**src/rtl/cidrt_pkg.sv**
```systemverilog
`default_nettype none

package cidrt_pkg;

    typedef enum logic [1:0] {
        ST_IDLE,
        ST_EVAL,
        ST_SEARCH,
        ST_FINISH
    } state_t;

    typedef logic [1:0] status_t;

    localparam status_t STATUS_OK        = 2'd0;
    localparam status_t STATUS_BOOT_HOLD = 2'd1;
    localparam status_t STATUS_FULL      = 2'd2;

    // Register indexes, taken from paddr[2].
    localparam logic REG_BOOT_ID   = 1'b0;
    localparam logic REG_CPU_LIMIT = 1'b1;

    localparam int ID_W    = 8;
    localparam int LIMIT_W = 7;
    localparam int CPU_W   = 6;

endpackage

`default_nettype wire

```
**src/rtl/cpu_id_registration_table_unit.sv**
```systemverilog
// A request is looked up by the slot search, which reads one table entry per cycle from the
// slot RAM; a new request is accepted only after the previous result has been registered.
// The next request is taken while the previous result still waits on the output.
// Reset: rst_n is asynchronous and active low; all slots read as invalid straight after
// reset, with no clearing pass, and the registers return to boot ID 0 and limit 64.
`default_nettype none

module cpu_id_registration_table_unit #(
    parameter int MAX_SLOTS = 64,
    parameter int ID_SPACE  = 256
) (
    input  wire logic        clk,
    input  wire logic        rst_n,

    input  wire logic        psel,
    input  wire logic        penable,
    input  wire logic        pwrite,
    input  wire logic [2:0]  paddr,
    input  wire logic [31:0] pwdata,
    output logic      [31:0] prdata,
    output logic             pready,

    input  wire logic        s_tvalid,
    output logic             s_tready,
    input  wire logic [7:0]  s_tdata,   // [7:0] apic_id
    input  wire logic        s_tuser,   // [0] enabled

    output logic             m_tvalid,
    input  wire logic        m_tready,
    output logic      [15:0] m_tdata,   // [5:0] logical_cpu, [13:6] highest_apic_id, [15:14] zero
    output logic      [1:0]  m_tuser    // [1:0] status
);

    localparam int SLOT_W = $clog2(MAX_SLOTS);
    localparam int CNT_W  = $clog2(MAX_SLOTS + 1);
    localparam int LIM_W  = ((CNT_W > cidrt_pkg::LIMIT_W) ? CNT_W : cidrt_pkg::LIMIT_W) + 1;
    localparam int PRES_N = (ID_SPACE < 256) ? ID_SPACE : 256;
    localparam int PRES_W = $clog2(PRES_N);

    cidrt_pkg::state_t state_reg, state_next;

    logic [cidrt_pkg::ID_W-1:0]    boot_id_reg, boot_id_next;
    logic [cidrt_pkg::LIMIT_W-1:0] limit_reg, limit_next;

    logic [CNT_W-1:0]     alloc_reg, alloc_next;
    logic [CNT_W-1:0]     en_cnt_reg, en_cnt_next;
    logic [MAX_SLOTS-1:0] slot_vld_reg, slot_vld_next;
    logic [PRES_N-1:0]    present_reg, present_next;
    logic [cidrt_pkg::ID_W-1:0] max_id_reg, max_id_next;

    logic [cidrt_pkg::ID_W-1:0] req_id_reg, req_id_next;
    logic                       req_en_reg, req_en_next;

    logic [CNT_W-1:0]  iss_reg, iss_next;
    logic [SLOT_W-1:0] chk_idx_reg, chk_idx_next;
    logic              chk_vld_reg, chk_vld_next;

    cidrt_pkg::status_t res_status_reg, res_status_next;
    logic [SLOT_W-1:0]  res_cpu_reg, res_cpu_next;
    logic               res_new_reg, res_new_next;
    logic               res_alloc_reg, res_alloc_next;

    logic                       m_valid_reg, m_valid_next;
    cidrt_pkg::status_t         m_status_reg, m_status_next;
    logic [cidrt_pkg::CPU_W-1:0] m_cpu_reg, m_cpu_next;
    logic [cidrt_pkg::ID_W-1:0]  m_high_reg, m_high_next;

    logic [SLOT_W-1:0]          ram_raddr;
    logic [cidrt_pkg::ID_W-1:0] ram_rdata;
    logic                       ram_we;

    logic             in_accept;
    logic             cfg_write;
    logic             out_free;
    logic [LIM_W-1:0] lim;
    logic [LIM_W-1:0] en_cnt_w;
    logic [LIM_W-1:0] alloc_w;
    logic             boot_in_range;
    logic             boot_present;
    logic             near_limit;
    logic             at_limit;
    logic             issue_more;
    logic             hit;
    logic             search_done;

    assign pready    = 1'b1;
    assign cfg_write = psel && penable && pwrite && pready;
    assign in_accept = s_tvalid && s_tready;
    assign out_free  = !m_valid_reg || m_tready;

    always_comb
    begin
        prdata = '0;
        unique case (paddr[2])
            cidrt_pkg::REG_BOOT_ID:   prdata = 32'(boot_id_reg);
            cidrt_pkg::REG_CPU_LIMIT: prdata = 32'(limit_reg);
            default:                  prdata = '0;
        endcase
    end

    // A limit above the table depth behaves as the depth.
    assign lim = (LIM_W'(limit_reg) > LIM_W'(MAX_SLOTS)) ? LIM_W'(MAX_SLOTS)
                                                          : LIM_W'(limit_reg);
    assign en_cnt_w = LIM_W'(en_cnt_reg);
    assign alloc_w  = LIM_W'(alloc_reg);

    assign boot_in_range = (9'(boot_id_reg) < 9'(PRES_N));
    assign boot_present  = boot_in_range && present_reg[boot_id_reg[PRES_W-1:0]];
    assign near_limit    = !boot_present && ((en_cnt_w + LIM_W'(1)) >= lim)
                           && (req_id_reg != boot_id_reg);
    assign at_limit      = (en_cnt_w >= lim);

    assign issue_more  = (iss_reg < alloc_reg);
    assign hit         = chk_vld_reg && slot_vld_reg[chk_idx_reg] && (ram_rdata == req_id_reg);
    assign search_done = !chk_vld_reg && !issue_more;

    // Next state
    always_comb
    begin
        state_next = state_reg;
        unique case (state_reg)
            cidrt_pkg::ST_IDLE:
            begin
                if (in_accept)
                begin
                    state_next = cidrt_pkg::ST_EVAL;
                end
            end
            cidrt_pkg::ST_EVAL:
            begin
                if (near_limit || at_limit || (req_id_reg == boot_id_reg))
                begin
                    state_next = cidrt_pkg::ST_FINISH;
                end
                else
                begin
                    state_next = cidrt_pkg::ST_SEARCH;
                end
            end
            cidrt_pkg::ST_SEARCH:
            begin
                if (hit || search_done)
                begin
                    state_next = cidrt_pkg::ST_FINISH;
                end
            end
            cidrt_pkg::ST_FINISH:
            begin
                if (out_free)
                begin
                    state_next = cidrt_pkg::ST_IDLE;
                end
            end
            default: state_next = cidrt_pkg::ST_IDLE;
        endcase
    end

    // FSM outputs
    always_comb
    begin
        s_tready  = 1'b0;
        ram_we    = 1'b0;
        ram_raddr = iss_reg[SLOT_W-1:0];
        unique case (state_reg)
            cidrt_pkg::ST_IDLE:   s_tready = 1'b1;
            cidrt_pkg::ST_EVAL:   ram_raddr = '0;
            cidrt_pkg::ST_SEARCH: ram_raddr = iss_reg[SLOT_W-1:0];
            cidrt_pkg::ST_FINISH:
            begin
                ram_we = out_free && (res_status_reg == cidrt_pkg::STATUS_OK) && res_new_reg;
            end
            default:              s_tready = 1'b0;
        endcase
    end

    // Datapath
    always_comb
    begin
        boot_id_next    = boot_id_reg;
        limit_next      = limit_reg;
        alloc_next      = alloc_reg;
        en_cnt_next     = en_cnt_reg;
        slot_vld_next   = slot_vld_reg;
        present_next    = present_reg;
        max_id_next     = max_id_reg;
        req_id_next     = req_id_reg;
        req_en_next     = req_en_reg;
        iss_next        = iss_reg;
        chk_idx_next    = chk_idx_reg;
        chk_vld_next    = chk_vld_reg;
        res_status_next = res_status_reg;
        res_cpu_next    = res_cpu_reg;
        res_new_next    = res_new_reg;
        res_alloc_next  = res_alloc_reg;
        m_valid_next    = m_valid_reg;
        m_status_next   = m_status_reg;
        m_cpu_next      = m_cpu_reg;
        m_high_next     = m_high_reg;

        if (cfg_write)
        begin
            unique case (paddr[2])
                cidrt_pkg::REG_BOOT_ID:   boot_id_next = pwdata[cidrt_pkg::ID_W-1:0];
                cidrt_pkg::REG_CPU_LIMIT: limit_next   = pwdata[cidrt_pkg::LIMIT_W-1:0];
                default:                  limit_next   = limit_reg;
            endcase
        end

        if (m_valid_reg && m_tready)
        begin
            m_valid_next = 1'b0;
        end

        unique case (state_reg)
            cidrt_pkg::ST_IDLE:
            begin
                if (in_accept)
                begin
                    req_id_next = s_tdata;
                    req_en_next = s_tuser;
                end
            end
            cidrt_pkg::ST_EVAL:
            begin
                iss_next        = '0;
                chk_vld_next    = 1'b0;
                res_cpu_next    = '0;
                res_new_next    = 1'b0;
                res_alloc_next  = 1'b0;
                res_status_next = cidrt_pkg::STATUS_OK;
                if (near_limit)
                begin
                    res_status_next = cidrt_pkg::STATUS_BOOT_HOLD;
                end
                else if (at_limit)
                begin
                    res_status_next = cidrt_pkg::STATUS_FULL;
                end
                else if (req_id_reg == boot_id_reg)
                begin
                    // The boot processor always lands in slot zero.
                    res_new_next = 1'b1;
                end
            end
            cidrt_pkg::ST_SEARCH:
            begin
                chk_vld_next = issue_more;
                chk_idx_next = iss_reg[SLOT_W-1:0];
                if (issue_more)
                begin
                    iss_next = iss_reg + CNT_W'(1);
                end
                if (hit)
                begin
                    res_status_next = cidrt_pkg::STATUS_OK;
                    res_cpu_next    = chk_idx_reg;
                end
                else if (search_done)
                begin
                    if (alloc_w >= lim)
                    begin
                        res_status_next = cidrt_pkg::STATUS_FULL;
                    end
                    else
                    begin
                        res_status_next = cidrt_pkg::STATUS_OK;
                        res_cpu_next    = alloc_reg[SLOT_W-1:0];
                        res_new_next    = 1'b1;
                        res_alloc_next  = 1'b1;
                    end
                end
            end
            cidrt_pkg::ST_FINISH:
            begin
                if (out_free)
                begin
                    m_valid_next  = 1'b1;
                    m_status_next = res_status_reg;
                    m_cpu_next    = '0;
                    m_high_next   = max_id_reg;
                    if (res_status_reg == cidrt_pkg::STATUS_OK)
                    begin
                        m_cpu_next = cidrt_pkg::CPU_W'(res_cpu_reg);
                        if (req_id_reg > max_id_reg)
                        begin
                            max_id_next = req_id_reg;
                            m_high_next = req_id_reg;
                        end
                        if (res_new_reg)
                        begin
                            slot_vld_next[res_cpu_reg] = 1'b1;
                        end
                        if (res_alloc_reg)
                        begin
                            alloc_next = alloc_reg + CNT_W'(1);
                        end
                        if (req_en_reg)
                        begin
                            en_cnt_next = en_cnt_reg + CNT_W'(1);
                            if (9'(req_id_reg) < 9'(PRES_N))
                            begin
                                present_next[req_id_reg[PRES_W-1:0]] = 1'b1;
                            end
                        end
                    end
                end
            end
            default: m_valid_next = m_valid_reg;
        endcase
    end

    always_ff @(posedge clk or negedge rst_n)
    begin
        if (!rst_n)
        begin
            state_reg    <= cidrt_pkg::ST_IDLE;
            boot_id_reg  <= '0;
            limit_reg    <= cidrt_pkg::LIMIT_W'(64);
            alloc_reg    <= CNT_W'(1);
            en_cnt_reg   <= '0;
            slot_vld_reg <= '0;
            present_reg  <= '0;
            max_id_reg   <= '0;
            iss_reg      <= '0;
            chk_vld_reg  <= 1'b0;
            m_valid_reg  <= 1'b0;
        end
        else
        begin
            state_reg    <= state_next;
            boot_id_reg  <= boot_id_next;
            limit_reg    <= limit_next;
            alloc_reg    <= alloc_next;
            en_cnt_reg   <= en_cnt_next;
            slot_vld_reg <= slot_vld_next;
            present_reg  <= present_next;
            max_id_reg   <= max_id_next;
            iss_reg      <= iss_next;
            chk_vld_reg  <= chk_vld_next;
            m_valid_reg  <= m_valid_next;
        end
    end

    always_ff @(posedge clk)
    begin
        req_id_reg     <= req_id_next;
        req_en_reg     <= req_en_next;
        chk_idx_reg    <= chk_idx_next;
        res_status_reg <= res_status_next;
        res_cpu_reg    <= res_cpu_next;
        res_new_reg    <= res_new_next;
        res_alloc_reg  <= res_alloc_next;
        m_status_reg   <= m_status_next;
        m_cpu_reg      <= m_cpu_next;
        m_high_reg     <= m_high_next;
    end

    cidrt_ram #(
        .WIDTH (cidrt_pkg::ID_W),
        .DEPTH (MAX_SLOTS)
    ) u_slot_ram (
        .clk   (clk),
        .we    (ram_we),
        .waddr (res_cpu_reg),
        .wdata (req_id_reg),
        .raddr (ram_raddr),
        .rdata (ram_rdata)
    );

    assign m_tvalid = m_valid_reg;
    assign m_tdata  = {2'b00, m_high_reg, m_cpu_reg};
    assign m_tuser  = m_status_reg;

endmodule

`default_nettype wire

```
**src/rtl/cidrt_ram.sv**
```systemverilog
`default_nettype none

module cidrt_ram #(
    parameter int WIDTH = 8,
    parameter int DEPTH = 64
) (
    input  wire logic                     clk,
    input  wire logic                     we,
    input  wire logic [$clog2(DEPTH)-1:0] waddr,
    input  wire logic [WIDTH-1:0]         wdata,
    input  wire logic [$clog2(DEPTH)-1:0] raddr,
    output logic      [WIDTH-1:0]         rdata
);

    logic [WIDTH-1:0] mem [DEPTH];

    always_ff @(posedge clk)
    begin
        if (we)
        begin
            mem[waddr] <= wdata;
        end
        rdata <= mem[raddr];
    end

endmodule

`default_nettype wire

```
**config.mk**
```make
export PLATFORM = sky130hd
export DESIGN_NAME = cpu_id_registration_table_unit
export DESIGN_NICKNAME = d
export VERILOG_FILES = /design/src/rtl/cidrt_pkg.sv /design/src/rtl/cpu_id_registration_table_unit.sv /design/src/rtl/cidrt_ram.sv
export SDC_FILE = /design/constraint.sdc
export NUM_CORES = 1
export LEC_CHECK = 0
export ABC_CLOCK_PERIOD_IN_PS = 4050
export BUFFER_PORTS_ARGS = -buffer_cell sky130_fd_sc_hd__buf_4
export CORE_UTILIZATION = 40
export DETAILED_ROUTE_END_ITERATION = 12
export HOLD_SLACK_MARGIN = 0.03
export SYNTH_ARGS = -nofsm -noshare
export SYNTH_HDL_FRONTEND = slang
export SYNTH_SLANG_ARGS = --single-unit
```
**constraint.sdc**
```tcl
create_clock -name clk -period 4.05 [get_ports clk]
set_clock_uncertainty 0.2 [all_clocks]
set_input_delay 0.405 -clock clk [delete_from_list [all_inputs] [get_ports clk]]
set_output_delay 0.405 -clock clk [all_outputs]
set_load 0.005 [all_outputs]
```
# After elaboration in Yosys (flattened, before gate mapping)
# Memory sizes are Yosys's and may differ from the RTL's. A register that Yosys moved wholly into a read port is not among the register bits.
# Index checks and enable logic that the tools add are counted.
# totals
register_bits,409
mem_bits_rw,512
input_bits,51
out_inout_bits,53
word_cells,138
memories,1
# classes
add_sub_neg,4
n_lt_le_gt_ge,12
eq_ne,15
mux,46
n_bitwise,3
reduce_logical,36
# mem_list
name,words,word_bits,rd,rd_clocked_by_memory_dff,write_ports,line,rtl
u_slot_ram.mem,64,8,1,1,1,cidrt_ram.sv:15,logic [WIDTH-1:0] mem [DEPTH];
# op_table
operator,count
256-bit OR,1
64-bit OR,1
32-bit one-hot mux with 2 select lines,1
6-bit 2-to-1 mux,4
"7-bit by 1-bit adder with 7-bit output, second input constant",3
"8-bit by 9-bit < comparator with 1-bit output, second input constant",2
1-bit 2-to-1 mux,18
8-bit equality test,2
2-bit 2-to-1 mux,8
8-bit 2-to-1 mux,2
4-bit AND reduction,4
7-bit >= comparator,2
"6-bit by 7-bit < comparator with 1-bit output, second input constant",2
7-bit 2-to-1 mux,2
"2-bit != test, second input constant",7
7-bit one-hot mux with 2 select lines,1
1-bit logical AND,13
6-bit one-hot mux with 2 select lines,1
2-bit AND reduction,6
"7-bit by 1-bit adder with 8-bit output, second input constant",1
1-bit binary-select mux with 8-bit select,1
1-bit demux with 8-bit select,1
"8-bit by 1-bit >= comparator with 1-bit output, second input constant",1
8-bit by 7-bit >= comparator with 1-bit output,1
19 further kinds,31

# Logic depth before layout (Yosys ltp)
# Gate-level depths: netlist of run 1.
# logic_depth
depth_word,9
mapped_depth,12
mapped_depth_nobuf,11

# Cells and area by module
# A second synthesis of run 1 with hierarchy kept.
# unflattened
hier_cells,2447
hier_area_um2,39198.8
# modules_own_cells
mod,instances,cells_per_inst,area_per_inst_um2,seq_area_each_um2
cidrt_ram,1,940,20166.8,15534.9
cpu_id_registration_table_unit,1,1507,19032.0,10442.5

# Worst setup path before layout of run 1
# Ideal clock, no wire load.
# synth_timing
kind,register to register
start,register req_id_reg[2] (netlist name)
end,register res_cpu_reg[0] (enable)
setup_time_ns,0.378
arrival_ns,3.225
required_ns,3.472
setup_slack_ns,0.246
stages_incl_launch_ff,9
path_buffers,1
synth_period_minus_slack_ns,3.804
cell_sequence,edfxtp_1 clkbuf_1 xor2_1 nor4_1 nand3_1 nor4_1 o211ai_4 and2_1 a21boi_0
# synth_between
elab_chain_len,4
word_cells_on_any_way,5
classes_between,eq/ne (3); reduce/logical (2)
# synth_rtl
item,line,rtl
"start, declared",cpu_id_registration_table_unit.sv:51,"logic [cidrt_pkg::ID_W-1:0] req_id_reg, req_id_next;"
"start signal, assigned",cpu_id_registration_table_unit.sv:346,req_id_reg <= req_id_next;
8-bit equality test (*),cpu_id_registration_table_unit.sv:114,assign hit = chk_vld_reg && slot_vld_reg[chk_idx_reg] && (ram_rdata == req_id_reg);
1-bit logical AND (*),cpu_id_registration_table_unit.sv:114,
3-bit != test (no line),--,
3-bit AND reduction (no line) (*),--,
"end signal, assigned",cpu_id_registration_table_unit.sv:350,res_cpu_reg <= res_cpu_next;
"end, declared",cpu_id_registration_table_unit.sv:59,"logic [SLOT_W-1:0] res_cpu_reg, res_cpu_next;"
# Mark *: on every way between the ends. The rest lies on a longest branch, timed or not.
# A chain may end at the register's enable or synchronous reset.

# Final worst setup path of run 1
# layout_timing
start,register boot_id_reg[0] (netlist name)
end,"register res_status_reg[1], data pin"
# layout_between
elab_chain_len,7
word_cells_on_any_way,8
classes_between,eq/ne (1); mux (4); reduce/logical (3)
# layout_rtl
item,line,rtl
"start, declared",cpu_id_registration_table_unit.sv:42,"logic [cidrt_pkg::ID_W-1:0] boot_id_reg, boot_id_next;"
"start signal, assigned",cpu_id_registration_table_unit.sv:331,boot_id_reg <= boot_id_next;
1-bit binary-select mux with 8-bit select,cpu_id_registration_table_unit.sv:108,assign boot_present = boot_in_range && present_reg[boot_id_reg[PRES_W-1:0]];
1-bit 2-to-1 mux (implied by the code),cpu_id_registration_table_unit.sv:108,
1-bit logical NOT,cpu_id_registration_table_unit.sv:109,assign near_limit = !boot_present && ((en_cnt_w + LIM_W'(1)) >= lim)
1-bit logical AND,cpu_id_registration_table_unit.sv:109,
1-bit logical AND (*),cpu_id_registration_table_unit.sv:110,&& (req_id_reg != boot_id_reg);
2-bit 2-to-1 mux (*),cpu_id_registration_table_unit.sv:231,if (near_limit)
2-bit one-hot mux with 2 select lines (*),cpu_id_registration_table_unit.sv:214,unique case (state_reg)
via res_status_next[1],cpu_id_registration_table_unit.sv:58,"cidrt_pkg::status_t res_status_reg, res_status_next;"
"end signal, assigned",cpu_id_registration_table_unit.sv:349,res_status_reg <= res_status_next;
"end, declared",cpu_id_registration_table_unit.sv:58,
# Mark *: on every way through the listed nets, which the timed path passes. The rest lies on a longest branch. The select of a mux whose other input is x is not followed.

==> run summary, run 1 <==
outcome: finished, final reports clean
most frequent cells in the layout: 553 x edfxtp_1, 362 x dfrtp_1, 203 x a21o_1, 169 x buf_4, 164 x mux2i_1
core footprint: 0.0966 mm²
met3 GRT Util: 0.0264
number of hold buffers added after CTS: 19
Area contributors post-synth: edfxtp_1 43%, dfrtp_1 24%, mux4_2 7.0%, mux2i_1 4.2%, a21o_1 3.9%
Clk pin slew, worst setup/hold paths: 60 ps
CP max-delay cell: dfrtp_4
number of synthesized flops with an enable pin: 553
GR Util met1: 0.261
Top Usage Layer GRT: met2
crit path cell chain: buf_12 > buf_4 > mux4_2 > o21ai_0 > nor2_1 > nor4_1 > o211a_1 > o21ai_0 > o2bb2ai_2
PortBufs: 50
#FFs+latches synth: 929
fraction of registers with async set/reset: 0.396
Max IR drop VDD: 0.356 mV
P per Cell Area: 587 mW/mm²
initial core utilization: 0.403
CTS tree: yes
Placed Area: 0.0413 mm²
max_cap viols: 0
site row count: 114
root buffer cell: clkbuf_16
Vias/cell: 5.52
synth warn: 0
crit-path max cell delay: 820 ps
Reg-to-Reg Start: boot_id_reg[0]$_DFFE_PN0P_
antenna viol nets, final: 0
final core utilization: 0.461
Largest delay share family, worst path: flip-flops
worst hold slack: 87.5 ps
startpoint types: flip-flop
slew margin rel.: 0.139
Avg WL per Cell: 23.3 µm
hpwl dp: 60900 µm
gr usage total: 0.193
initial antenna violation count: 1
Final period util: 0.878
Routed Wire Length: 94400 µm
Detailed Routing Iterations Pass 1: 5
Seq/Total Area, Yosys: 0.667
Mapped Avg Cell Area: 15.3 µm²
Cell Area, Synth: 0.0389 mm²
later-pin clock latency in the skew report: 660 ps
Levels on crit path: 9
Slew @ Worst Pin: 1290 ps
Final Hold Vio Count: 0
RR Endpoint: res_status_reg[1]$_DFFE_PP_
Worst R2R Path Depth: 9
first-pass GRT wire length: 144000 µm
grt total ovfl: 0
Synth Instances: 2551
crit path to: res_status_reg[1]$_DFFE_PP_
depth of the CTS H-tree: 3
post-cts resize count: 0
area grow syn2layout: 14.5%
Setup crit start: boot_id_reg[0]$_DFFE_PN0P_
Max Fclk: 281 MHz
Max FO, Critical Path: 30
# nets final: 2790
Finished Cell Area: 0.0446 mm²
routability congestion estimate: 0.842
TritonCTS sink count: 929
Worst path most repeated cell: o21ai_0
area share of the largest cell type after synthesis: 0.427
reg2reg setup slack: 490 ps
DRT iter0 DRCs: 1781
Yosys cell types: 72
Max Root-Sink Buffers: 3
full die area: 0.0986 mm²
largest net degree at the start of global routing: 119
number of top-level pins: 104
number of global-route vias before repair: 23200
Setup violations, final: 0
hold crit path type: in2reg
CP required: 4270 ps
max reg flops: 512
TritonCTS Buffers: 96
share of layout cells above drive strength 1: 0.203
leading cell type in the layout, fill and taps excluded: edfxtp_1
crit end category: flip-flop
Crit path arrival time: 3770 ps
most area-hungry cell type in the Yosys netlist: edfxtp_1
max-slew violation count: 0
CP Class: reg2reg
dpl ws: 464 ps
Tmin final: 3560 ps
Die H: 314 µm
total negative slack: 0 ps
GR Util met2: 0.323
CP bufs+invs: 2
Primary FF master, synth: edfxtp_1
RSZ-0062 raised after global routing: no
Post-CTS Setup Bufs: 0
final worst slack: 494 ps
Leak: 19.2 nW
DIE WIDTH: 314 µm
via count: 22400
DR DRC count: 0
worst register-to-register path, stage by stage (launching register included):
cell and delay (ps):
dfrtp_4 820, buf_12 270, buf_4 190, mux4_2 550
o21ai_0 230, nor2_1 70, nor4_1 390, o211a_1 260
o21ai_0 180, o2bb2ai_2 160
through the flow:
| step | std cells | total power (W) |
|---|---|---|
| after floorplan | 2576 | 0.0156 |
| after global placement | 3856 | 0.0176 |
| after detailed placement | 3856 | 0.0178 |
| after CTS | 4054 | 0.0264 |
| after global routing | 4054 | 0.0272 |
| final | 4055 | 0.0261 |
metal layers:
layer | part of all wire | wire [µm]
met1 | 0.44 | 41100
met2 | 0.49 | 46700
met3 | 0.044 | 4120
met4 | 0.027 | 2500
met5 | 0 | 0
cell families after synthesis:
| family | count (synthesis) | share of synthesized area |
|---|---|---|
| buffers and inverters | 210 | 0.0261 |
| adder cells (fa/ha/maj) | 42 | 0.0135 |
| XOR/XNOR | 35 | 0.00787 |
| flip-flops | 929 | 0.667 |
| AND/OR/NAND/NOR | 519 | 0.0642 |
| AO/OA/AOI/OAI | 481 | 0.0910 |
| multiplexers | 333 | 0.130 |
| other | 2 | 0.000193 |
report_power, final:
group	internal (W)	switching, W	leakage [nW]
combinational	0.00255	0.00346	7.57
clock	0.00488	0.00366	1.48
sequential	0.0109	0.000684	10.1
total	0.0183	0.00781	19.2
synth_stat cells, types with 7 or more instances:
library cell / number
a211oi_1: 19
a21o_1: 203
a21oi_1: 51
and2_1: 10
and3_1: 7
buf_1: 17
buf_2: 17
buf_4: 36
buf_6: 8
clkbuf_1: 99
dfrtp_1: 366
dfxtp_1: 8
edfxtp_1: 553
ha_1: 42
inv_1: 30
mux2_2: 37
mux2i_1: 164
mux4_1: 10
mux4_2: 121
nand2_1: 147
nand2b_1: 20
nand3_1: 33
nand4_1: 9
nor2_1: 144
nor2b_1: 29
nor3_1: 20
nor4_1: 13
o21ai_0: 34
o21bai_1: 64
o221ai_1: 66
or2_2: 65
xnor2_1: 13
xor2_1: 22
cell type report:
class / instances / area (µm²)
clock inverter: 42 / 390
antenna: 1 / 2.50
inverter: 32 / 120
multi-input combinational: 1437 / 12100
sequential: 929 / 26000
clock buffer: 137 / 2650
fill: 8283 / 52000
tap: 1276 / 1600
timing repair buffer: 201 / 1710
how the worst min path moves through the flow:
stage / from / endpoint / slack [ps] / cells past startpoint
detailed placement: present_reg[64]$_DFFE_PN0P_ / present_reg[64]$_DFFE_PN0P_ / 240 / 1
global route: s_tvalid / state_reg[1]$_DFFE_PN0P_ / 80 / 5
global placement: present_reg[208]$_DFFE_PN0P_ / present_reg[208]$_DFFE_PN0P_ / 230 / 1
finish: s_tvalid / state_reg[1]$_DFFE_PN0P_ / 90 / 5
CTS: s_tvalid / state_reg[1]$_DFFE_PN0P_ / 50 / 5
floorplan: rst_n / alloc_reg[1]$_DFFE_PN0P_ / -90 / 0
(Power assumes the default switching activity.)
==> inputs of run 2 (changes only) <==
--- a/config.mk
+++ b/config.mk
@@ -10,6 +10,7 @@
 export CORE_UTILIZATION = 40
 export DETAILED_ROUTE_END_ITERATION = 12
 export HOLD_SLACK_MARGIN = 0.03
+export MAX_ROUTING_LAYER = met4
 export SYNTH_ARGS = -nofsm -noshare
 export SYNTH_HDL_FRONTEND = slang
 export SYNTH_SLANG_ARGS = --single-unit
==> run 2 against run 1 <==
Against the previous run: non-clock buffer count is the same; register-to-register slack is essentially flat; sequential power is essentially flat; largest cell class unchanged; first-iteration DRC count grew 4.7%; via count is essentially flat; critical path type unchanged; flip-flop and latch count is the same; die area is the same; largest power group unchanged; final cell count is the same; hold slack gained 3.4 ps; combinational power is essentially flat; highest routed layer unchanged.
==> run summary, run 2 (synthesis gave the netlist of run 1 again) <==
initial antenna violation count: 1 (unchanged)
Layout Cells excl Fill: 4055 (unchanged)
initial core utilization: 0.403 (unchanged)
root buffer cell: clkbuf_16 (unchanged)
slew margin rel.: 0.146 (was 0.139)
Max FO, Critical Path: 30 (unchanged)
Routed Wire Length: 94400 µm (about the same)
max-slew violation count: 0 (unchanged)
number of top-level pins: 104 (unchanged)
Max Root-Sink Buffers: 3 (unchanged)
antenna viol nets, final: 0 (unchanged)
# nets final: 2790 (unchanged)
Setup crit start: boot_id_reg[0]$_DFFE_PN0P_ (unchanged)
total negative slack: 0 ps (unchanged)
max reg flops: 512 (unchanged)
Reg-to-Reg Start: boot_id_reg[0]$_DFFE_PN0P_ (unchanged)
full die area: 0.0986 mm² (unchanged)
dpl ws: 464 ps (unchanged)
post-cts resize count: 0 (unchanged)
PortBufs: 50 (unchanged)
Final period util: 0.877 (was 0.878)
Placed Area: 0.0413 mm² (unchanged)
crit end category: flip-flop (unchanged)
later-pin clock latency in the skew report: 660 ps (about the same)
P per Cell Area: 587 mW/mm² (about the same)
placed insts: 3856 (unchanged)
grt total ovfl: 0 (unchanged)
Leak: 19.2 nW (unchanged)
startpoint types: flip-flop (unchanged)
Slew @ Worst Pin: 1280 ps (was 1290 ps)
DIE WIDTH: 314 µm (unchanged)
CTS tree: yes (unchanged)
Final Hold Vio Count: 0 (unchanged)
Vias/cell: 5.52 (about the same)
Max IR drop VDD: 0.356 mV (about the same)
depth of the CTS H-tree: 3 (unchanged)
RSZ-0062 raised after global routing: no (unchanged)
Clk pin slew, worst setup/hold paths: 60 ps (about the same)
Avg WL per Cell: 23.3 µm (about the same)
Max Fclk: 282 MHz (was 281 MHz)
share of layout cells above drive strength 1: 0.203 (unchanged)
final worst slack: 498 ps (was 494 ps)
most frequent cells in the layout: 553 x edfxtp_1, 362 x dfrtp_1, 203 x a21o_1, 169 x buf_4, 164 x mux2i_1 (unchanged)
hold crit path type: in2reg (unchanged)
gr usage total: 0.199 (was 0.193)
TritonCTS sink count: 929 (unchanged)
leading cell type in the layout, fill and taps excluded: edfxtp_1 (unchanged)
Detailed Routing Iterations Pass 1: 5 (unchanged)
Hold Crit Start: s_tvalid (unchanged)
core footprint: 0.0966 mm² (unchanged)
DR DRC count: 0 (unchanged)
via count: 22400 (about the same)
site row count: 114 (unchanged)
hpwl dp: 60900 µm (unchanged)
CP Class: reg2reg (unchanged)
Setup violations, final: 0 (unchanged)
TritonCTS Buffers: 96 (unchanged)
CP required: 4270 ps (about the same)
area grow syn2layout: 14.5% (unchanged)
number of global-route vias before repair: 23200 (about the same)
routability congestion estimate: 0.855 (was 0.842)
Finished Cell Area: 0.0446 mm² (unchanged)
first-pass GRT wire length: 144000 µm (about the same)
outcome: finished, final reports clean (unchanged)
Crit path arrival time: 3770 ps (about the same)
largest net degree at the start of global routing: 119 (unchanged)
Die H: 314 µm (unchanged)
max_cap viols: 0 (unchanged)
Tmin final: 3550 ps (was 3560 ps)
Filler Cell Count: 8283 (unchanged)
DRT iter0 DRCs: 1864 (was 1781)
run 2: worst paths after layout:
kind                                           endpoint  slack, ps  cells after the start
max                         res_status_reg[1]$_DFFE_PP_        500                      9
min                            state_reg[1]$_DFFE_PN0P_         90                      5
max reg2reg                 res_status_reg[1]$_DFFE_PP_        500                      9
min reg2reg                present_reg[223]$_DFFE_PN0P_        250                      1
max in group asynchronous      alloc_reg[0]$_DFFE_PN1P_       2350                      3
min in group asynchronous  present_reg[218]$_DFFE_PN0P_        200                      2
run 2: final cells by class:
| cell class | count | area (µm²) | area share |
|---|---|---|---|
| antenna | 1 | 2.50 | 0.0000562 |
| clock buffer | 137 | 2650 | 0.0594 |
| clock inverter | 42 | 390 | 0.00876 |
| inverter | 32 | 120 | 0.00270 |
| multi-input combinational | 1437 | 12100 | 0.271 |
| sequential | 929 | 26000 | 0.583 |
| tap | 1276 | 1600 | 0.0358 |
| timing repair buffer | 201 | 1710 | 0.0385 |
run 2: timing repair:
item | CTS | global route
setup buffers | 0 | 0
hold buffers | 19 | 0
endpoints found under the hold margin | 138 | 0
run 2: critical path, cell delays in order (launching register included):
cell	delay (ps)
dfrtp_4	810
buf_12	250
buf_4	170
mux4_2	560
o21ai_0	210
nor2_1	70
nor4_1	400
o211a_1	270
o21ai_0	180
o2bb2ai_2	160
run 2: through the flow:
step	power [W]	hold slack, ps	util
6_report	0.0261	90.9	0.461
3_5_place_dp	0.0178	237	0.428
3_3_place_gp	0.0176	230	0.428
2_1_floorplan	0.0156	-90.6	-
4_1_cts	0.0264	53.9	0.461
5_1_grt	0.0272	81.1	0.461
run 2: routing by layer:
| metal | wire length, µm | track usage |
|---|---|---|
| met5 | 0 | - |
| met4 | 2510 | 0.0602 |
| met3 | 4170 | 0.0262 |
| met2 | 46900 | 0.325 |
| met1 | 40800 | 0.260 |
run 2: report_power, final:
group / switching [W] / total [W] / leakage, nW / internal (W)
clock: 0.00366 / 0.00854 / 1.48 / 0.00488
combinational: 0.00347 / 0.00602 / 7.57 / 0.00255
sequential: 0.000684 / 0.0116 / 10.1 / 0.0109
